File: src/rtl/dtpd_pkg.sv
`default_nettype none

package dtpd_pkg;

	// sizing
	localparam int DEF_CHANNELS = 4;
	localparam int PREGAIN_REGS = 4;
	localparam int QUEUE_DEPTH  = 2;

	// reset values of the register file
	localparam logic [15:0] HOLDOFF_RST = 16'd1000;
	localparam logic [7:0]  GAIN_RST    = 8'd100;
	localparam logic [7:0]  DEVICE_RST  = 8'd0;

	// arithmetic constants
	localparam logic [15:0] THR_STEP   = 16'd328;    // 0.01 in q1.15
	localparam logic [15:0] GAIN_SCALE = 16'd50000;  // percent * percent * 5
	localparam logic [16:0] UNITY      = 17'd32768;  // 1.0 in q1.15
	localparam logic [6:0]  VEL_MAX    = 7'd127;

	typedef enum logic [2:0] {
		REG_PAUSED  = 3'd0,
		REG_HOLDOFF = 3'd1,
		REG_MASTER  = 3'd2,
		REG_DEVICE  = 3'd3,
		REG_PRE0    = 3'd4,
		REG_PRE1    = 3'd5,
		REG_PRE2    = 3'd6,
		REG_PRE3    = 3'd7
	} reg_idx_t;

	typedef struct packed {
		logic                             paused;
		logic [15:0]                      holdoff;
		logic [7:0]                       master;
		logic [7:0]                       device;
		logic [PREGAIN_REGS-1:0][7:0]     pre_gain;
	} cfg_t;

	// one pending hit handed from the front to the back
	typedef struct packed {
		logic [1:0]  chan;
		logic [15:0] peak;
		logic [14:0] thr;
	} job_t;

	typedef enum logic {
		F_IDLE,
		F_CALC
	} front_state_t;

	typedef enum logic [2:0] {
		B_IDLE,
		B_MUL1,
		B_MUL2,
		B_NUM,
		B_CLAMP,
		B_DIV,
		B_OUT
	} back_state_t;

endpackage

`default_nettype wire

File: src/rtl/audio_drum_trigger_peak_detect.sv
// channel  | handshake               | payload
// ---------+-------------------------+----------------------------------------------
// in       | in_valid / in_stall     | chan_index, sample_value, learn_mode
// cfg      | cfg_valid / cfg_ready   | cfg_index, cfg_data
// out      | out_valid / out_stall   | trig_device, trig_channel, trig_velocity
//
// the front takes a sample only once the last is done: accept with the channel state read,
// then update and write back through the single channel state memory port
// a firing hit leaves the back early when the numerator is nonpositive, skips the divide
// when the velocity clamps, else runs the 7-step restoring divide, then waits out any
// output stall; a 2-entry queue absorbs bursts
// reset is asynchronous; channel state reads as zero via per-channel valid bits,
// so there is no clearing pass and samples are taken right after reset
// out_stall holds the result register; the back stalls behind it with a new result,
// and the front only once the queue fills
`default_nettype none

module audio_drum_trigger_peak_detect #(
	parameter int CHANNELS = dtpd_pkg::DEF_CHANNELS
) (
	input  wire logic        clk,
	input  wire logic        arst_n,
	// sample channel
	input  wire logic        in_valid,
	output logic             in_stall,
	input  wire logic [1:0]  chan_index,
	input  wire logic [15:0] sample_value,
	input  wire logic        learn_mode,
	// register write channel
	input  wire logic        cfg_valid,
	output logic             cfg_ready,
	input  wire logic [2:0]  cfg_index,
	input  wire logic [15:0] cfg_data,
	// trigger channel
	output logic             out_valid,
	input  wire logic        out_stall,
	output logic [7:0]       trig_device,
	output logic [1:0]       trig_channel,
	output logic [6:0]       trig_velocity
);
	import dtpd_pkg::*;

	cfg_t cfg_q;
	logic push;
	job_t push_job;
	logic q_full;
	logic q_pop;
	job_t q_job;
	logic q_empty;

	// writes are always taken, one register per transfer
	assign cfg_ready = 1'b1;

	always_ff @(posedge clk or negedge arst_n) begin
		if (!arst_n) begin
			cfg_q.paused   <= 1'b0;
			cfg_q.holdoff  <= HOLDOFF_RST;
			cfg_q.master   <= GAIN_RST;
			cfg_q.device   <= DEVICE_RST;
			cfg_q.pre_gain <= {PREGAIN_REGS{GAIN_RST}};
		end else if (cfg_valid && cfg_ready) begin
			case (reg_idx_t'(cfg_index))
				REG_PAUSED:  cfg_q.paused      <= cfg_data[0];
				REG_HOLDOFF: cfg_q.holdoff     <= cfg_data;
				REG_MASTER:  cfg_q.master      <= cfg_data[7:0];
				REG_DEVICE:  cfg_q.device      <= cfg_data[7:0];
				REG_PRE0:    cfg_q.pre_gain[0] <= cfg_data[7:0];
				REG_PRE1:    cfg_q.pre_gain[1] <= cfg_data[7:0];
				REG_PRE2:    cfg_q.pre_gain[2] <= cfg_data[7:0];
				REG_PRE3:    cfg_q.pre_gain[3] <= cfg_data[7:0];
				default: begin
				end
			endcase
		end
	end

	// front: rectify, learn threshold, track peak and hold-off, classify hits
	dtpd_front #(
		.CHANNELS(CHANNELS)
	) u_front (
		.clk          (clk),
		.arst_n       (arst_n),
		.in_valid     (in_valid),
		.in_stall     (in_stall),
		.chan_index   (chan_index),
		.sample_value (sample_value),
		.learn_mode   (learn_mode),
		.cfg          (cfg_q),
		.push         (push),
		.push_job     (push_job),
		.q_full       (q_full)
	);

	// pending hits between front and back
	dtpd_fifo u_fifo (
		.clk      (clk),
		.arst_n   (arst_n),
		.push     (push),
		.push_job (push_job),
		.full     (q_full),
		.pop      (q_pop),
		.pop_job  (q_job),
		.empty    (q_empty)
	);

	// back: gain scaling and velocity division
	dtpd_back u_back (
		.clk           (clk),
		.arst_n        (arst_n),
		.cfg           (cfg_q),
		.q_empty       (q_empty),
		.q_job         (q_job),
		.q_pop         (q_pop),
		.out_valid     (out_valid),
		.out_stall     (out_stall),
		.trig_device   (trig_device),
		.trig_channel  (trig_channel),
		.trig_velocity (trig_velocity)
	);

	a_no_push_full: assert property (@(posedge clk) disable iff (!arst_n)
		!(push && q_full))
		else $error("hit pushed into a full queue");

	a_no_pop_empty: assert property (@(posedge clk) disable iff (!arst_n)
		!(q_pop && q_empty))
		else $error("hit popped from an empty queue");

	a_vel_nonzero: assert property (@(posedge clk) disable iff (!arst_n)
		out_valid |-> (trig_velocity != '0))
		else $error("trigger with zero velocity");

	a_chan_range: assert property (@(posedge clk) disable iff (!arst_n)
		out_valid |-> ({30'b0, trig_channel} < 32'(CHANNELS)))
		else $error("trigger on a channel beyond the configured count");

	a_front_busy: assert property (@(posedge clk) disable iff (!arst_n)
		(in_valid && !in_stall) |=> in_stall)
		else $error("front took a sample while updating the previous one");

endmodule

`default_nettype wire

File: src/rtl/dtpd_front.sv
`default_nettype none

module dtpd_front #(
	parameter int CHANNELS = dtpd_pkg::DEF_CHANNELS
) (
	input  wire logic           clk,
	input  wire logic           arst_n,
	input  wire logic           in_valid,
	output logic                in_stall,
	input  wire logic [1:0]     chan_index,
	input  wire logic [15:0]    sample_value,
	input  wire logic           learn_mode,
	input  dtpd_pkg::cfg_t      cfg,
	output logic                push,
	output dtpd_pkg::job_t      push_job,
	input  wire logic           q_full
);
	import dtpd_pkg::*;

	localparam int CH_W = (CHANNELS > 1) ? $clog2(CHANNELS) : 1;

	typedef struct packed {
		logic [15:0] thr;
		logic [15:0] peak;
		logic [15:0] cnt;
	} chan_state_t;

	chan_state_t        mem [CHANNELS];
	chan_state_t        rd_q;
	logic [CHANNELS-1:0] valid_q;

	front_state_t state_q, state_d;
	logic [CH_W-1:0] addr_q;
	logic [1:0]      chan_q;
	logic [15:0]     mag_q;
	logic            learn_q;

	logic            accept;
	logic [CH_W-1:0] addr_in;
	logic [15:0]     mag_in;
	chan_state_t     cur;
	chan_state_t     nxt;
	chan_state_t     wr_data;
	logic            chan_ok;
	logic            active;
	logic            above;
	logic [16:0]     thr_sum;
	logic [15:0]     cnt_inc;
	logic            fire;
	logic            need_push;
	logic            go;
	logic            do_write;

	assign accept  = in_valid && !in_stall;
	assign addr_in = CH_W'(chan_index);
	// rectify, full-scale negative becomes 32768
	assign mag_in  = sample_value[15] ? (~sample_value + 16'd1) : sample_value;

	always_ff @(posedge clk or negedge arst_n) begin
		if (!arst_n) begin
			state_q <= F_IDLE;
		end else begin
			state_q <= state_d;
		end
	end

	always_ff @(posedge clk) begin
		if (accept) begin
			addr_q  <= addr_in;
			chan_q  <= chan_index;
			mag_q   <= mag_in;
			learn_q <= learn_mode;
		end
	end

	// channel state memory, read at accept, written back during F_CALC
	always_ff @(posedge clk) begin
		if (accept) begin
			rd_q <= mem[addr_in];
		end
	end

	always_ff @(posedge clk) begin
		if (do_write) begin
			mem[addr_q] <= wr_data;
		end
	end

	always_ff @(posedge clk or negedge arst_n) begin
		if (!arst_n) begin
			valid_q <= '0;
		end else if (do_write) begin
			valid_q[addr_q] <= 1'b1;
		end
	end

	always_comb begin
		chan_ok = ({30'b0, chan_q} < 32'(CHANNELS));
		cur     = valid_q[addr_q] ? rd_q : '0;
		above   = mag_q > cur.thr;
		thr_sum = {1'b0, cur.thr} + {1'b0, THR_STEP};
		cnt_inc = (cur.cnt == 16'hFFFF) ? cur.cnt : cur.cnt + 16'd1;

		nxt.thr = cur.thr;
		if (above && learn_q) begin
			nxt.thr = thr_sum[16] ? 16'hFFFF : thr_sum[15:0];
		end
		if (above && (mag_q >= cur.peak)) begin
			nxt.peak = mag_q;
			nxt.cnt  = '0;
		end else begin
			nxt.peak = cur.peak;
			nxt.cnt  = cnt_inc;
		end

		fire      = (nxt.peak != '0) && (nxt.cnt > cfg.holdoff);
		// threshold at or above unity gives no hit, the channel still clears
		need_push = fire && !nxt.thr[15];
		go        = !(need_push && q_full);
		active    = (state_q == F_CALC) && chan_ok && !cfg.paused;
		do_write  = active && go;
		push      = do_write && need_push;

		wr_data = nxt;
		if (fire) begin
			wr_data.peak = '0;
			wr_data.cnt  = '0;
		end

		push_job.chan = chan_q;
		push_job.peak = nxt.peak;
		push_job.thr  = nxt.thr[14:0];
	end

	always_comb begin
		state_d  = state_q;
		in_stall = 1'b1;
		case (state_q)
			F_IDLE: begin
				in_stall = 1'b0;
				if (in_valid) begin
					state_d = F_CALC;
				end
			end
			F_CALC: begin
				if (!active || go) begin
					state_d = F_IDLE;
				end
			end
			default: begin
				state_d = F_IDLE;
			end
		endcase
	end

endmodule

`default_nettype wire

File: src/rtl/dtpd_fifo.sv
`default_nettype none

module dtpd_fifo (
	input  wire logic      clk,
	input  wire logic      arst_n,
	input  wire logic      push,
	input  dtpd_pkg::job_t push_job,
	output logic           full,
	input  wire logic      pop,
	output dtpd_pkg::job_t pop_job,
	output logic           empty
);
	import dtpd_pkg::*;

	localparam int PTR_W = (QUEUE_DEPTH > 1) ? $clog2(QUEUE_DEPTH) : 1;
	localparam int CNT_W = $clog2(QUEUE_DEPTH + 1);

	job_t             mem_q [QUEUE_DEPTH];
	logic [PTR_W-1:0] wr_ptr_q;
	logic [PTR_W-1:0] rd_ptr_q;
	logic [CNT_W-1:0] count_q;

	assign full    = (count_q == CNT_W'(QUEUE_DEPTH));
	assign empty   = (count_q == '0);
	assign pop_job = mem_q[rd_ptr_q];

	always_ff @(posedge clk) begin
		if (push) begin
			mem_q[wr_ptr_q] <= push_job;
		end
	end

	always_ff @(posedge clk or negedge arst_n) begin
		if (!arst_n) begin
			wr_ptr_q <= '0;
			rd_ptr_q <= '0;
			count_q  <= '0;
		end else begin
			if (push) begin
				wr_ptr_q <= (wr_ptr_q == PTR_W'(QUEUE_DEPTH - 1)) ? '0 : wr_ptr_q + 1'b1;
			end
			if (pop) begin
				rd_ptr_q <= (rd_ptr_q == PTR_W'(QUEUE_DEPTH - 1)) ? '0 : rd_ptr_q + 1'b1;
			end
			if (push && !pop) begin
				count_q <= count_q + 1'b1;
			end else if (pop && !push) begin
				count_q <= count_q - 1'b1;
			end
		end
	end

endmodule

`default_nettype wire

File: src/rtl/dtpd_back.sv
`default_nettype none

module dtpd_back (
	input  wire logic       clk,
	input  wire logic       arst_n,
	input  dtpd_pkg::cfg_t  cfg,
	input  wire logic       q_empty,
	input  dtpd_pkg::job_t  q_job,
	output logic            q_pop,
	output logic            out_valid,
	input  wire logic       out_stall,
	output logic [7:0]      trig_device,
	output logic [1:0]      trig_channel,
	output logic [6:0]      trig_velocity
);
	import dtpd_pkg::*;

	back_state_t state_q, state_d;
	job_t        job_q;
	logic [23:0] p1_q;
	logic [30:0] tp_q;
	logic [30:0] den_q;
	logic [31:0] sc_q;
	logic [38:0] num_q;
	logic [38:0] rem_q;
	logic [36:0] dsh_q;
	logic [6:0]  quo_q;
	logic [2:0]  bit_q;
	logic [6:0]  vel_q;
	logic        out_valid_q;

	logic [31:0] diff;
	logic        ge;
	logic        load_out;
	logic        clamp;

	assign diff  = sc_q - {1'b0, tp_q};
	assign ge    = rem_q >= {2'b0, dsh_q};
	assign clamp = num_q >= {1'b0, den_q, 7'b0};

	always_ff @(posedge clk or negedge arst_n) begin
		if (!arst_n) begin
			state_q <= B_IDLE;
		end else begin
			state_q <= state_d;
		end
	end

	always_ff @(posedge clk) begin
		case (state_q)
			B_IDLE: begin
				if (!q_empty) begin
					job_q <= q_job;
				end
			end
			B_MUL1: begin
				p1_q  <= {8'b0, job_q.peak} * {16'b0, cfg.pre_gain[job_q.chan]};
				tp_q  <= {16'b0, job_q.thr} * {15'b0, GAIN_SCALE};
				den_q <= (31'(UNITY) - {16'b0, job_q.thr}) * {15'b0, GAIN_SCALE};
			end
			B_MUL2: begin
				sc_q <= {8'b0, p1_q} * {24'b0, cfg.master};
			end
			B_NUM: begin
				// 127 * diff as a shift and a subtract
				num_q <= {diff, 7'b0} - {7'b0, diff};
			end
			B_CLAMP: begin
				rem_q <= num_q;
				dsh_q <= {den_q, 6'b0};
				quo_q <= '0;
				bit_q <= 3'd6;
				if (clamp) begin
					vel_q <= VEL_MAX;
				end
			end
			B_DIV: begin
				if (ge) begin
					rem_q <= rem_q - {2'b0, dsh_q};
				end
				dsh_q <= {1'b0, dsh_q[36:1]};
				quo_q <= {quo_q[5:0], ge};
				bit_q <= bit_q - 3'd1;
				if (bit_q == 3'd0) begin
					vel_q <= {quo_q[5:0], ge};
				end
			end
			default: begin
			end
		endcase
	end

	always_ff @(posedge clk or negedge arst_n) begin
		if (!arst_n) begin
			out_valid_q <= 1'b0;
		end else if (load_out) begin
			out_valid_q <= 1'b1;
		end else if (!out_stall) begin
			out_valid_q <= 1'b0;
		end
	end

	always_ff @(posedge clk) begin
		if (load_out) begin
			trig_device   <= cfg.device;
			trig_channel  <= job_q.chan;
			trig_velocity <= vel_q;
		end
	end

	assign out_valid = out_valid_q;

	always_comb begin
		state_d  = state_q;
		q_pop    = 1'b0;
		load_out = 1'b0;
		case (state_q)
			B_IDLE: begin
				if (!q_empty) begin
					q_pop   = 1'b1;
					state_d = B_MUL1;
				end
			end
			B_MUL1: begin
				state_d = B_MUL2;
			end
			B_MUL2: begin
				state_d = B_NUM;
			end
			B_NUM: begin
				// nonpositive numerator drops the hit
				state_d = (sc_q > {1'b0, tp_q}) ? B_CLAMP : B_IDLE;
			end
			B_CLAMP: begin
				state_d = clamp ? B_OUT : B_DIV;
			end
			B_DIV: begin
				if (bit_q == 3'd0) begin
					state_d = B_OUT;
				end
			end
			B_OUT: begin
				if (vel_q == '0) begin
					state_d = B_IDLE;
				end else if (!out_valid_q || !out_stall) begin
					load_out = 1'b1;
					state_d  = B_IDLE;
				end
			end
			default: begin
				state_d = B_IDLE;
			end
		endcase
	end

endmodule

`default_nettype wire
File: config.mk
export PLATFORM = sky130hd
export DESIGN_NAME = audio_drum_trigger_peak_detect
export DESIGN_NICKNAME = d
export VERILOG_FILES = /design/src/rtl/dtpd_pkg.sv /design/src/rtl/audio_drum_trigger_peak_detect.sv /design/src/rtl/dtpd_front.sv /design/src/rtl/dtpd_fifo.sv /design/src/rtl/dtpd_back.sv
export SDC_FILE = /design/constraint.sdc
export NUM_CORES = 2
export LEC_CHECK = 0
export BUFFER_PORTS_ARGS = -buffer_cell sky130_fd_sc_hd__clkbuf_2
export CAP_MARGIN = 10
export CORE_MARGIN = 1.5
export CORE_UTILIZATION = 70
export DETAILED_ROUTE_END_ITERATION = 8
export GPL_TIMING_DRIVEN = 0
export PLACE_DENSITY_LB_ADDON = 0.2
export SYNTH_ARGS = -nofsm -noshare
export SYNTH_HDL_FRONTEND = slang
export SYNTH_SLANG_ARGS = --single-unit
export TNS_END_PERCENT = 30
File: constraint.sdc
create_clock -name clk -period 17.1 [get_ports clk]
set_clock_uncertainty 0.2 [all_clocks]
set_input_delay 1.71 -clock clk [delete_from_list [all_inputs] [get_ports clk]]
set_output_delay 1.71 -clock clk [all_outputs]
set_load 0.01 [all_outputs]
==> qor.tcl <==
set qor(critical_path_depth) 28
set qor(critPathTopFamily) {simple AND/OR/NAND/NOR gates}
set qor(setup-tns-final_ns) 0
set qor(final_layout_size_suffix_gt1_share_pct) 9.45
set qor(wire_length_after_detailed_routing_mm) 112
set qor(starting_density_of_the_core_pct) 70.9
set qor(status) {finished, final reports clean}
set qor(register_area_share_after_synthesis_pct) 41.9
set qor(synth_compound_area_share_pct) 8.60
set qor(routed_via_density) 6.15
set qor(dr_total_vias) 33105
set qor(die_width_um) 267
set qor(layoutNonFillerInstCount) 5385
set qor(hold-path-cell-count) 0
set qor(max_slew_violation_total_from_the_final_report) 0
set qor(crit_required_ns) 17.15
set qor(synthesized_area_fraction_occupied_by_xor_and_xnor_cells_pct) 4.04
set qor(final_min_period_over_clock_period_pct) 55.8
set qor(achievable_freq_mhz) 105
set qor(setup_buffers_after_cts) 0
set qor(multi_input_area_mm2) 0.0259
set qor(finalWeightedCongestion) 1.02
set qor(synth_cells) 4244
set qor(cpPeakStageDelay_ns) 0.87
set qor(worst_setup_path_end_kind) {register}
set qor(postSynth.asyncResetShare_pct) 11.3
set qor(design.portCount) 63
set qor(synth_top_family_by_area) {adder cells}
set qor(setup_viol_count_final) 0
set qor(timing_worst_slew_pin_value_ns) 1.40
set qor(synth_area_leaders) {edfxtp_1 38%, fa_1 12%, ha_1 12%}
set qor(grt_antenna_before_repair) 0
set qor(cts.htree.levels) 3
set qor(number_of_buffers_created_by_cts) 73
set qor(postSynthRegisterBits) 693
set qor(post-route-drc-count) 0
set qor(synth_largest_area_cell) {edfxtp_1}
set qor(synth_top_cell_area_share_pct) 37.9
set qor(worst-r2r-cell-count) 28
set qor(design.die.area_mm2) 0.0713
set qor(cts.hold.buffers_added) 0
set qor(period_needed_ns) 9.55
set qor(timing_worst_setup_path_type) {register to register}
set qor(setup.worst_path.start_class) {register}
set qor(syn_area_per_cell_um2) 11.5
set qor(rsz0062_at_grt) {no}
set qor(drt.antenna.violating_nets) 0
set qor(hpwl_mm) 83.9
set qor(synth_edf_count) 615
set qor(arithmetic_cell_share_of_the_synthesized_area_counting_full_adders_half_adders_and_majority_gates_pct) 24.6
set qor(worstPathMaxFanout) 33
set qor(synth_ff_type) {edfxtp_1}
set qor(core_area_mm2) 0.0688
set qor(post_cts_resized) 0
set qor(dp_cells) 5253
set qor(max-clock-path-buffers) 3
set qor(globalRoute.totalOverflow) 0
set qor(grt_pass1_vias) 34249
set qor(detailedRoute.firstIterationViolations) 2767
set qor(yosys-mux-area-fraction_pct) 4.65
set qor(placement_rows) 96
set qor(combined_buffer_and_inverter_count_along_the_critical_path) 5
set qor(number_of_unique_standard_cell_types_used_by_synthesis) 94
set qor(cp.arrival_ns) 9.59
set qor(die_height_um) 267
set qor(grt_use_total_pct) 32.7
set qor(worst_slew_margin_rel_pct) 5.68
set qor(clock_latency_ns) 0.66
set qor(area_delta_synth_final_pct) 9.03
set qor(drt_pass1_iterations) 8
set qor(timing.critical_path.mode_cell) {clkbuf_1}
set qor(antenna_cells_inserted) 0
set qor(final-hold-violation-count) 0
set qor(slowest_stage) {a211oi_1}
set qor(ff_latch_area_mm2) 0.0204
set qor(port-buffer-count) 57
set qor(maximum_number_of_pins_on_one_net_before_global_route_repair) 45
set qor(fin_nets) 5220
set qor(synth_fp_nets) 5064
set qor(root_buffer) {clkbuf_16}
set qor(post_synth_instance_area_mm2) 0.0488
set qor(cts.clk_slew.worst_paths_ns) 0.06
set qor(fillers) 4266
set qor(max_cap_viol_count) 0
set qor(tritoncts) {done}
set qor(synthSimpleGateAreaFrac_pct) 11.1
set qor(type_of_the_most_critical_hold_path) {register to register}
set qor(grt_first_pass_wirelength_mm) 180
set qor(cts_sinks) 693
set qor(wl_per_cell_um) 20.9
set qor(yosysWarnings) 0
==> registers in the layout, summed over array words and instances, names as in the netlist, 6 cells and up <==
register / cells
u_front.rd_q: 48
u_back.num_q: 39
u_back.rem_q: 39
u_back.sc_q: 32
u_back.job_q: 33
u_back.p1_q: 24
u_back.tp_q: 27
u_front.mem: 192
u_front.mag_q: 16
u_back.trig_velocity: 7
u_back.trig_device: 8
u_back.quo_q: 6
u_back.dsh_q: 37
u_back.vel_q: 7
u_back.den_q: 26
cfg_q: 65
u_fifo.mem_q: 66
==> Yosys cell counts, types with 10 or more instances <==
cell type  count
edfxtp_1     615
inv_1        557
ha_1         475
nand2_1      439
fa_1         302
nor2_1       169
o21ai_0      166
and2_1       160
xnor2_1      152
a21oi_1      142
a21o_1        90
clkbuf_1      89
mux2_2        83
xor2_1        69
nor3_1        66
nand3_1       60
dfrtp_1       57
mux4_2        57
o21a_1        47
nand4_1       40
nand2b_1      35
nor2b_1       31
and3_1        25
dfstp_2       21
nor4_1        20
o211ai_1      17
o21bai_1      17
o31ai_1       17
or3_1         17
a211oi_1      13
o21ai_1       13
a31o_2        11
a31oi_1       11
buf_1         10
or2_2         10
==> routing by layer <==
metal	vias to the layer above	track usage (%)	wire length (um)
met1	16380	41.5	44300
met5	-	0	0
met3	343	3.75	6530
met2	1310	57.1	56700
li1	15072	-	-
met4	0	13.8	4900
==> placed cells by master (no fill, tap or decap), types with 29 or more instances in the layout <==
cell	instances
mux4_2	57
nor2_1	169
and2_1	159
edfxtp_1	615
nor3_1	63
xor2_1	69
xnor2_1	152
clkbuf_16	76
mux2_2	83
o21a_1	46
nand2_1	439
o21ai_0	166
nand2b_1	35
nor2b_1	29
ha_1	475
dfrtp_1	57
nand3_1	60
clkbuf_2	59
a21o_1	90
inv_1	556
nand4_1	40
fa_1	302
a21oi_1	141
clkbuf_1	101
==> cell type report <==
type                            count  area share (%)
Clock buffer                       91            3.70
Multi-Input combinational cell   2890            48.6
Timing Repair Buffer               81            1.20
Clock inverter                     38            1.10
Inverter                          559            3.95
Sequential cell                   693            38.5
Buffer                            102           0.758
Tap cell                          931            2.19
==> cell families after synthesis <==
family                     count (synthesis)
AOI/OAI and AO/OA                        632
xor gates and xnor gates                 223
adders and majority gates                777
buffers and inverters                    661
DFF                                      693
muxes                                    145
other                                      1
and+or+nand+nor                         1112
==> stage by stage <==
step                      hold slack, ns  worst slack [ns]  cell area [um^2]  util (%)
after floorplan                    0.219              9.18             48800         -
after global placement             0.223              6.61             50200      73.0
after detailed placement           0.232              7.85             50600      73.5
after CTS                          0.251              7.78             53100      77.2
after global routing               0.261              7.03             53200      77.3
final                              0.248              7.55             53200      77.3
==> final timing paths <==
path                                                   end                         from  slack, ns
setup / recovery              u_fifo.mem_q[0][8]$_DFFE_PP_  u_front.addr_q[0]$_DFFE_PP_       7.55
hold / removal             u_back.trig_device[2]$_DFFE_PP_        cfg_q[34]$_DFFE_PN0P_       0.25
setup reg to reg              u_fifo.mem_q[0][8]$_DFFE_PP_  u_front.addr_q[0]$_DFFE_PP_       7.55
hold reg to reg            u_back.trig_device[2]$_DFFE_PP_        cfg_q[34]$_DFFE_PN0P_       0.25
max in group asynchronous            cfg_q[42]$_DFFE_PN1P_                       arst_n      15.09
min in group asynchronous            cfg_q[61]$_DFFE_PN0P_                       arst_n       0.88
Power is left out: the tool's default activity adds up to more than one toggle a clock period on the data nets, which glitch-free logic cannot reach.
